File: config.mk
export PLATFORM = sky130hd
export DESIGN_NAME = per_source_duplicate_filter_flat
export DESIGN_NICKNAME = d
export VERILOG_FILES = /design/src/rtl/core/psdf_pkg.sv /design/src/rtl/core/psdf_req_if.sv /design/src/rtl/core/psdf_rsp_if.sv /design/src/rtl/core/per_source_duplicate_filter.sv /design/src/rtl/core/psdf_ram.sv /design/src/flat_wrapper.sv
export SDC_FILE = /design/constraint.sdc
export NUM_CORES = 2
export LEC_CHECK = 0
export ABC_CLOCK_PERIOD_IN_PS = 17900
export BUFFER_PORTS_ARGS = -buffer_cell sky130_fd_sc_hd__buf_2
export CAP_MARGIN = 20
export CORE_ASPECT_RATIO = 0.8
export CORE_MARGIN = 8
export CORE_UTILIZATION = 45
export DETAILED_ROUTE_END_ITERATION = 8
export SYNTH_ARGS = -nofsm -noshare
export SYNTH_HDL_FRONTEND = slang
export SYNTH_MEMORY_MAX_BITS = 65536
export SYNTH_SLANG_ARGS = --single-unit
File: constraint.sdc
create_clock -name clk -period 17.9 [get_ports clk]
set_clock_uncertainty 0.05 [all_clocks]
set_input_delay 0.895 -clock clk [delete_from_list [all_inputs] [get_ports clk]]
set_output_delay 0.895 -clock clk [all_outputs]
set_load 0.1 [all_outputs]
File: src/rtl/core/psdf_pkg.sv
// Shared types and constants of the per-source duplicate filter.
package psdf_pkg;

    localparam int SOURCE_W       = 8;
    localparam int PACKET_ID_W    = 16;
    localparam int SRC_SPAN       = 2 ** SOURCE_W;
    localparam int NODE_COUNT_DEF = 256;
    localparam int ID_WIDTH_DEF   = 16;

    typedef enum logic [1:0] {
        MODE_RECEIVE = 2'd0,
        MODE_ACK     = 2'd1,
        MODE_QUERY   = 2'd2
    } mode_t;

    typedef struct packed {
        mode_t                  mode;
        logic [SOURCE_W-1:0]    source_node;
        logic [PACKET_ID_W-1:0] packet_id;
    } req_t;

    typedef struct packed {
        logic accepted;
        logic ack_granted;
        logic duplicate_flag;
    } rsp_t;

endpackage

File: src/rtl/core/psdf_req_if.sv
// Request channel: valid/ready handshake carrying one filter request.
interface psdf_req_if;
    import psdf_pkg::*;

    logic valid;
    logic ready;
    req_t data;

    modport source (output valid, output data, input ready);
    modport sink   (input valid, input data, output ready);
endinterface

File: src/rtl/core/psdf_rsp_if.sv
// Response channel: valid/ready handshake carrying one filter result.
interface psdf_rsp_if;
    import psdf_pkg::*;

    logic valid;
    logic ready;
    rsp_t data;

    modport source (output valid, output data, input ready);
    modport sink   (input valid, input data, output ready);
endinterface

File: src/rtl/core/per_source_duplicate_filter.sv
// The table read lands in stage s1 (read), the result of the modify in the output register.
// Throughput: one request per cycle while the response side keeps up; the table
// read-modify-write of one entry memory port pair sets this, with write forwarding.
// Reset: asynchronous; afterwards a clearing pass writes NODE_COUNT entries, one per
// cycle, and req.ready stays low until the pass is done.
module per_source_duplicate_filter #(
    parameter int NODE_COUNT = psdf_pkg::NODE_COUNT_DEF,
    parameter int ID_WIDTH   = psdf_pkg::ID_WIDTH_DEF
) (
    input  logic     clk,
    input  logic     rst_n,
    psdf_req_if.sink   req,
    psdf_rsp_if.source rsp
);
    import psdf_pkg::*;

    localparam int IDX_W   = $clog2(NODE_COUNT);
    localparam int ENTRY_W = ID_WIDTH + 2;

    // Source number wrapped to the table size, one entry per possible source.
    function automatic logic [SRC_SPAN*IDX_W-1:0] build_mod_table();
        logic [SRC_SPAN*IDX_W-1:0] t;
        t = '0;
        for (int i = 0; i < SRC_SPAN; i++)
        begin
            t[i*IDX_W +: IDX_W] = IDX_W'(i % NODE_COUNT);
        end
        return t;
    endfunction

    localparam logic [SRC_SPAN*IDX_W-1:0] MOD_TABLE = build_mod_table();

    // Entry layout: {last id, duplicate flag, acked flag}
    logic                clr_busy_reg, clr_busy_next;
    logic [IDX_W-1:0]    clr_addr_reg, clr_addr_next;

    logic                s1_valid_reg, s1_valid_next;
    mode_t               s1_mode_reg;
    logic [IDX_W-1:0]    s1_idx_reg;
    logic [ID_WIDTH-1:0] s1_id_reg;

    logic                fwd_valid_reg, fwd_valid_next;
    logic [IDX_W-1:0]    fwd_idx_reg;
    logic [ENTRY_W-1:0]  fwd_entry_reg;

    logic                out_valid_reg, out_valid_next;
    rsp_t                out_data_reg;

    logic                accept;
    logic                s1_fire;
    logic [IDX_W-1:0]    req_idx;

    logic                ram_we;
    logic [IDX_W-1:0]    ram_waddr;
    logic [ENTRY_W-1:0]  ram_wdata;
    logic [ENTRY_W-1:0]  ram_rdata;

    logic [ENTRY_W-1:0]  cur_entry;
    logic [ID_WIDTH-1:0] cur_id;
    logic                cur_dup;
    logic                cur_ack;
    logic [ID_WIDTH-1:0] id_diff;
    logic                id_newer;

    logic                upd_we;
    logic [ENTRY_W-1:0]  upd_entry;
    rsp_t                upd_rsp;

    psdf_ram #(
        .WIDTH (ENTRY_W),
        .DEPTH (NODE_COUNT)
    ) u_table (
        .clk   (clk),
        .we    (ram_we),
        .waddr (ram_waddr),
        .wdata (ram_wdata),
        .re    (accept),
        .raddr (req_idx),
        .rdata (ram_rdata)
    );

    assign req_idx   = MOD_TABLE[int'(req.data.source_node)*IDX_W +: IDX_W];
    assign s1_fire   = s1_valid_reg && (!out_valid_reg || rsp.ready);
    assign req.ready = !clr_busy_reg && (!s1_valid_reg || s1_fire);
    assign accept    = req.valid && req.ready;

    assign rsp.valid = out_valid_reg;
    assign rsp.data  = out_data_reg;

    // Take the last written entry when its index matches, in place of possibly stale RAM data.
    assign cur_entry = (fwd_valid_reg && (fwd_idx_reg == s1_idx_reg)) ? fwd_entry_reg
                                                                       : ram_rdata;
    assign cur_id    = cur_entry[ENTRY_W-1:2];
    assign cur_dup   = cur_entry[1];
    assign cur_ack   = cur_entry[0];
    assign id_diff   = s1_id_reg - cur_id;
    assign id_newer  = (id_diff != '0) && !id_diff[ID_WIDTH-1];

    always_comb
    begin
        upd_we                 = 1'b0;
        upd_entry              = cur_entry;
        upd_rsp.accepted       = 1'b0;
        upd_rsp.ack_granted    = 1'b0;
        upd_rsp.duplicate_flag = cur_dup;
        unique case (s1_mode_reg)
            MODE_RECEIVE:
            begin
                upd_we = 1'b1;
                if (id_newer)
                begin
                    upd_entry              = {s1_id_reg, 1'b0, 1'b0};
                    upd_rsp.accepted       = 1'b1;
                    upd_rsp.duplicate_flag = 1'b0;
                end
                else
                begin
                    upd_entry              = {cur_id, 1'b1, cur_ack};
                    upd_rsp.duplicate_flag = 1'b1;
                end
            end
            MODE_ACK:
            begin
                upd_we              = 1'b1;
                upd_entry           = {cur_id, cur_dup, 1'b1};
                upd_rsp.ack_granted = !cur_ack;
            end
            default:
            begin
                upd_we = 1'b0;
            end
        endcase
    end

    always_comb
    begin
        ram_we    = clr_busy_reg || (s1_fire && upd_we);
        ram_waddr = clr_busy_reg ? clr_addr_reg : s1_idx_reg;
        ram_wdata = clr_busy_reg ? '0 : upd_entry;
    end

    always_comb
    begin
        clr_busy_next = clr_busy_reg;
        clr_addr_next = clr_addr_reg;
        if (clr_busy_reg)
        begin
            clr_addr_next = clr_addr_reg + 1'b1;
            if (clr_addr_reg == IDX_W'(NODE_COUNT - 1))
            begin
                clr_busy_next = 1'b0;
            end
        end

        priority if (accept)
        begin
            s1_valid_next = 1'b1;
        end
        else if (s1_fire)
        begin
            s1_valid_next = 1'b0;
        end
        else
        begin
            s1_valid_next = s1_valid_reg;
        end

        fwd_valid_next = fwd_valid_reg || (s1_fire && upd_we);

        priority if (s1_fire)
        begin
            out_valid_next = 1'b1;
        end
        else if (rsp.ready)
        begin
            out_valid_next = 1'b0;
        end
        else
        begin
            out_valid_next = out_valid_reg;
        end
    end

    always_ff @(posedge clk or negedge rst_n)
    begin
        if (!rst_n)
        begin
            clr_busy_reg  <= 1'b1;
            clr_addr_reg  <= '0;
            s1_valid_reg  <= 1'b0;
            fwd_valid_reg <= 1'b0;
            out_valid_reg <= 1'b0;
        end
        else
        begin
            clr_busy_reg  <= clr_busy_next;
            clr_addr_reg  <= clr_addr_next;
            s1_valid_reg  <= s1_valid_next;
            fwd_valid_reg <= fwd_valid_next;
            out_valid_reg <= out_valid_next;
        end
    end

    always_ff @(posedge clk)
    begin
        if (accept)
        begin
            s1_mode_reg <= req.data.mode;
            s1_idx_reg  <= req_idx;
            s1_id_reg   <= ID_WIDTH'(req.data.packet_id);
        end
        // Hold the last written entry for the read issued on the same edge.
        if (s1_fire && upd_we)
        begin
            fwd_idx_reg   <= s1_idx_reg;
            fwd_entry_reg <= upd_entry;
        end
        if (s1_fire)
        begin
            out_data_reg <= upd_rsp;
        end
    end

endmodule

File: src/rtl/core/psdf_ram.sv
// Generic single-write, single-read RAM with registered read data.
module psdf_ram #(
    parameter int WIDTH = 8,
    parameter int DEPTH = 256
) (
    input  logic                     clk,
    input  logic                     we,
    input  logic [$clog2(DEPTH)-1:0] waddr,
    input  logic [WIDTH-1:0]         wdata,
    input  logic                     re,
    input  logic [$clog2(DEPTH)-1:0] raddr,
    output logic [WIDTH-1:0]         rdata
);

    logic [WIDTH-1:0] mem [DEPTH];

    always_ff @(posedge clk)
    begin
        if (we)
        begin
            mem[waddr] <= wdata;
        end
        if (re)
        begin
            rdata <= mem[raddr];
        end
    end

endmodule
File: src/flat_wrapper.sv
// flat-port wrapper written by rule: the top's interface ports become plain ports
module per_source_duplicate_filter_flat import psdf_pkg::*;
#(
    parameter int NODE_COUNT = psdf_pkg::NODE_COUNT_DEF,
    parameter int ID_WIDTH   = psdf_pkg::ID_WIDTH_DEF
)
  (clk, rst_n, req_valid, req_data, req_ready, rsp_valid, rsp_data, rsp_ready);
  psdf_req_if req_i ();
  psdf_rsp_if rsp_i ();
  input  logic clk;
  input  logic rst_n;
  input wire logic [$bits(req_i.valid)-1:0] req_valid;
  input wire logic [$bits(req_i.data)-1:0] req_data;
  output wire logic [$bits(req_i.ready)-1:0] req_ready;
  output wire logic [$bits(rsp_i.valid)-1:0] rsp_valid;
  output wire logic [$bits(rsp_i.data)-1:0] rsp_data;
  input wire logic [$bits(rsp_i.ready)-1:0] rsp_ready;
  assign req_i.valid = req_valid;
  assign req_i.data = req_data;
  assign req_ready = req_i.ready;
  assign rsp_valid = rsp_i.valid;
  assign rsp_data = rsp_i.data;
  assign rsp_i.ready = rsp_ready;
  per_source_duplicate_filter #(.NODE_COUNT(NODE_COUNT), .ID_WIDTH(ID_WIDTH)) u_core (.clk(clk), .rst_n(rst_n), .req(req_i), .rsp(rsp_i));
endmodule
; Word level (Yosys, flattened, before mapping)
; Memories as Yosys holds them, arrays and structs flattened. A register that Yosys moved wholly into a read port is not among the register bits.
; Cells that the tools add are included.
[classes]
n_addsub = 2
n_eq_ne = 3
shift = 1
n_mux = 17
reduce_logical = 20
[op_table]
columns = op, n
row1 = $shiftx 2048x12->8 const A, 1
row2 = $mux 18, 3
row3 = $pmux 18 s2, 1
row4 = $reduce_bool 16->1, 1
row5 = $sub 16x16->16, 1
row6 = $mux 1, 12
row7 = $add 8x1->8 const B, 1
row8 = $eq 8x8->1, 1
row9 = $eq 8x8->1 const B, 1
row10 = $mux 8, 1
row11 = $logic_and 1x1->1, 6
row12 = $logic_not 1->1, 5
row13 = $logic_or 1x1->1, 4
row14 = $reduce_bool 2->1, 2
row15 = $eq 2x1->1 const B, 1
row16 = $logic_not 2->1, 1
row17 = $reduce_or 2->1, 1
[word_totals]
register_bits = 67
ram_bits = 4608
wordCells = 57
memories = 1
[mem_list]
columns = memory, depth, word_bits, read_ports, rd_ports_with_merged_regs, write_ports, line_no
row1 = u_core.u_table.mem, 256, 18, 1, 1, 1, psdf_ram.sv:15  ; logic [WIDTH-1:0] mem [DEPTH];

; Logic depth before layout (Yosys ltp)
[depth]
word_depth = 9
mapped_depth = 22

; Modules after synthesis
; From an unflattened synthesis, not the netlist that was laid out.
[hier_totals]
cells_unflattened = 8791
area_unflattened_um2 = 183529.8
[modules_own_cells]
columns = module, n_inst, cells_each, area_per_inst_um2, seq_area_each_um2
row1 = psdf_ram, 1, 8281, 178402.4, 138913.2
row2 = per_source_duplicate_filter, 1, 510, 5127.4, 1953.1

; Worst setup path before layout
; Ideal clock, no wire load.
[synth_timing]
path_type = register -> register
start = register u_core.s1_idx_reg[3]
end = memory u_core.u_table.mem[0][14] in the netlist's numbering, data pin
arrival_time_ns = 14.365
required_ns = 15.604
setup_slack_ns = 1.239
path_stages_with_launch = 21
synth_period_minus_slack_ns = 16.661
path_cell_list = edfxtp_1 xnor2_1 and4_1 buf_4 nand3_2 buf_6 buf_1 mux2i_1 xor2_1 ha_1 nand3b_1 a211o_1 a41oi_2 mux2i_1 a221o_1 nor4_2 and4_1 buf_4 buf_6 nor3_2 a211oi_1
[synth_via]
elab_chain_cells = 9
word_cells_on_any_way = 10
classes_between = add/sub (1) / eq/ne (1) / mux (4) / reduce/logical (4)
[synth_lines]
columns = item, line_no
row1 = start: declaration, per_source_duplicate_filter.sv:39  ; logic [IDX_W-1:0] s1_idx_reg;
row2 = start signal: assignment, per_source_duplicate_filter.sv:209  ; s1_idx_reg <= req_idx;
row3 = $eq 8x8->1 *, per_source_duplicate_filter.sv:91  ; assign cur_entry = (fwd_valid_reg && (fwd_idx_reg == s1_idx_reg)) ? fwd_entry_reg
row4 = $logic_and 1x1->1 *, per_source_duplicate_filter.sv:91
row5 = $mux 18 *, per_source_duplicate_filter.sv:91
row6 = $sub 16x16->16, per_source_duplicate_filter.sv:96  ; assign id_diff = s1_id_reg - cur_id;
row7 = $reduce_bool 16->1 or $logic_not 1->1 (tied branches), per_source_duplicate_filter.sv:97  ; assign id_newer = (id_diff != '0) && !id_diff[ID_WIDTH-1];
row8 = $logic_and 1x1->1, per_source_duplicate_filter.sv:97
row9 = $mux 18, per_source_duplicate_filter.sv:110  ; if (id_newer)
row10 = $pmux 18 s2 *, per_source_duplicate_filter.sv:106  ; unique case (s1_mode_reg)
row11 = $mux 18 *, per_source_duplicate_filter.sv:139  ; ram_wdata = clr_busy_reg ? '0 : upd_entry;
row12 = named net u_core.ram_wdata[14], per_source_duplicate_filter.sv:55  ; logic [ENTRY_W-1:0] ram_wdata;
row13 = end: declaration, psdf_ram.sv:15
; The timed path passes the listed nets; every way through them passes the cells marked *.

; Final worst setup path
[layout_timing]
start = register u_core.s1_idx_reg[0]
end = memory u_core.u_table.mem[200][1] in the netlist's numbering, data pin
; Same word-level chain as after synthesis.

==> metrics <==
Non-Filler Cell Area, Final=~0.2 mm2; placed cells=12500; outcome=finished clean; LEAKAGE=61.4 nW; CTS root buffer=clkbuf_16; CTS tree=done; Worst-Margin Slew=1460 ps; Slew HR=0.0267; RSZ-0062 raised after global routing=false; GR Util All Layers=0.216; clk slew on worst S/H paths=~60 ps; CTS Buf Count=roughly 440; fraction of the cycle the final worst path needs=0.465; first-pass GRT wire length=around 650000 um; Skew-Pair Late Insertion Delay=~950 ps; routability cong.=roughly 0.85; register area share after synthesis=0.780; post-DR wirelength/cell=34.7 um; EDFF count, synth=4681; worst hold path type=input port to flip-flop; IO Port Bufs=34; worst path required time=between 15000 and 20000 ps; CTS resizes=0; Iteration-0 DRC Markers=around 12000; Final Max Slew Viols=0; synthesized area per cell=24.8 um2; fin util=0.508; peak supply drop=roughly 85 uV; Async SR Flop Fraction=0.00256; highest net fanout along the worst path=112; vias in the first global route=82000; synth warn=0; startpoint types=flip-flop; die width=724 um; Synth Register Bits=4693; Hold Vio Cnt, Final=0; drt drc=0; Die H=583 um; grt ovf=0; max cap viols=0; critical path type=flip-flop to flip-flop; setup TNS=0 ps; number of flip-flops in the largest register=4608; largest net degree at the start of global routing=225; CP endpoint kind=flip-flop; fillers=30800; CP arrival=8840 ps; fraction of layout cells with a size suffix above 1=0.335; H-tree level count=5; final WL=approximately 460000 um; Cell Area, Placed=0.189 mm2; ranking of synthesized cells by area=edfxtp_1 (78%), mux4_2 (19%), clkbuf_1 (0.59%); initial antenna violation count=39; total number of vias=83100; synthesized area=roughly 0.18 mm2; Primary FF master, synth=edfxtp_1; area grow syn2layout=12.7%; fin cells=13400; cell count after synthesis=7279; DP HPWL=259000 um; antenna-violating nets left=0; Core ar.=0.400 mm2; Pwr Total=23.8 mW; FMAX=0.120 GHz; Via density=6.22; Post-layout nets=7651; Yosys top cell area share=0.779; Clock Tree Buf Depth=4; IO Pins=35; endpoints failing setup=0; Clock Sinks=approximately 4700; Die Footprint=0.422 mm2; Cell Pwr Density=117 mW/mm2; post-synth cell types=72; commonest non-fill, non-tap cell in the layout=edfxtp_1; commonest cells after routing, fill and taps aside=edfxtp_1 (4681), mux4_2 (1530), clkbuf_16 (447); Starting Density=0.451; Rows=208; cell taking the most area after synthesis=edfxtp_1; final worst path period need=8320 ps; iteration count of the initial detailed-routing pass=6; syn_nets=between 7000 and 8000
-- per-layer routing --
metal	track usage	part of all wire	vias to the layer above
met3	0.0425	0.090	633
met2	0.324	0.46	3943
li1	-	-	32400
met1	0.331	0.43	46100
met4	0.0487	0.023	16
met5	0	0.00022	-
-- Yosys cell counts (all sizes together), types with 6 or more instances --
| master | instances |
|---|---|
| nand3 | 12 |
| edfxtp | 4681 |
| nand4 | 10 |
| xor2 | 10 |
| clkbuf | 285 |
| nor2 | 275 |
| ha | 6 |
| inv | 16 |
| mux2i | 24 |
| nand2 | 73 |
| nor2b | 14 |
| maj3 | 9 |
| nand2b | 14 |
| dfrtp | 11 |
| mux4 | 1530 |
| o31ai | 9 |
| buf | 113 |
| mux2 | 6 |
| nand3b | 10 |
| xnor2 | 21 |
| a21oi | 27 |
| a211oi | 16 |
| o21ai | 21 |
| nor3 | 18 |
-- metrics by stage --
step | setup slack [ps] | hold WS [ps]
6_report | 9580 | 106
2_1_floorplan | 1240 | 427
3_3_place_gp | 9940 | 446
4_1_cts | 9620 | 28.2
5_1_grt | 9130 | 58.3
3_5_place_dp | 9680 | 469
-- timing repair --
item                      CTS  global route
buffers inserted            0             0
hold buffers                4             0
hold endpoints to repair   14             0
-- layout make-up --
type | instances | area [um2] | area share
timing repair buffer | 291 | 2410 | 0.0118
multi-input combinational | 2172 | 39500 | 0.194
clock inverter | 275 | 2430 | 0.0119
tap | 5355 | 6700 | 0.0329
sequential | 4693 | 141000 | 0.692
clock buffer | 537 | 11500 | 0.0566
antenna | 17 | 42.5 | 0.000209
inverter | 16 | 60.1 | 0.000295
-- logic make-up after synthesis --
kind of cell    after synthesis  synth area share
flops                      4693             0.780
mux                        1560             0.193
simple gates                449            0.0111
buf+inv                     414           0.00885
compound gates              117           0.00466
xor+xnor                     31           0.00150
fa+ha+maj                    15          0.000929
-- worst max-delay path, stage by stage, from the launching register on --
cell	delay (ps)
edfxtp_1	480
xnor2_1	350
and4_1	420
nand3_2	620
mux2i_1	630
xor2_1	150
ha_1	230
nand3b_1	190
a211o_1	360
a41oi_2	290
mux2i_1	150
a221o_1	330
nor4_2	180
nand4_1	280
nand2_2	860
inv_2	220
a211oi_4	290
buf_4	640
buf_4	880
-- final timing paths --
path | cells past startpoint | start | endpoint | slack, ps
worst max-delay path | 18 | u_core.s1_idx_reg[0]$_DFFE_PP_ | u_core.u_table.mem[200][1]$_DFFE_PP_ | 9580
worst min-delay path | 1 | req_data[14] | u_core.s1_id_reg[14]$_DFFE_PP_ | 110
worst max register to register | 18 | u_core.s1_idx_reg[0]$_DFFE_PP_ | u_core.u_table.mem[200][1]$_DFFE_PP_ | 9580
worst min register to register | 1 | u_core.fwd_valid_reg$_DFF_PN0_ | u_core.fwd_valid_reg$_DFF_PN0_ | 490
max in group asynchronous | 2 | rst_n | u_core.clr_busy_reg$_DFF_PN1_ | 16970
min in group asynchronous | 2 | rst_n | u_core.rsp.valid$_DFFE_PN0P_ | 440
-- where the power goes --
group / switching, mW / total [mW] / internal (mW)
Sequential: 0.0321 / 12.8 / 12.7
Combinational: 1.34 / 1.84 / 0.498
Clock: 4.02 / 9.18 / 5.16
Total: 5.40 / 23.8 / 18.4
(Power assumes the default switching activity.)
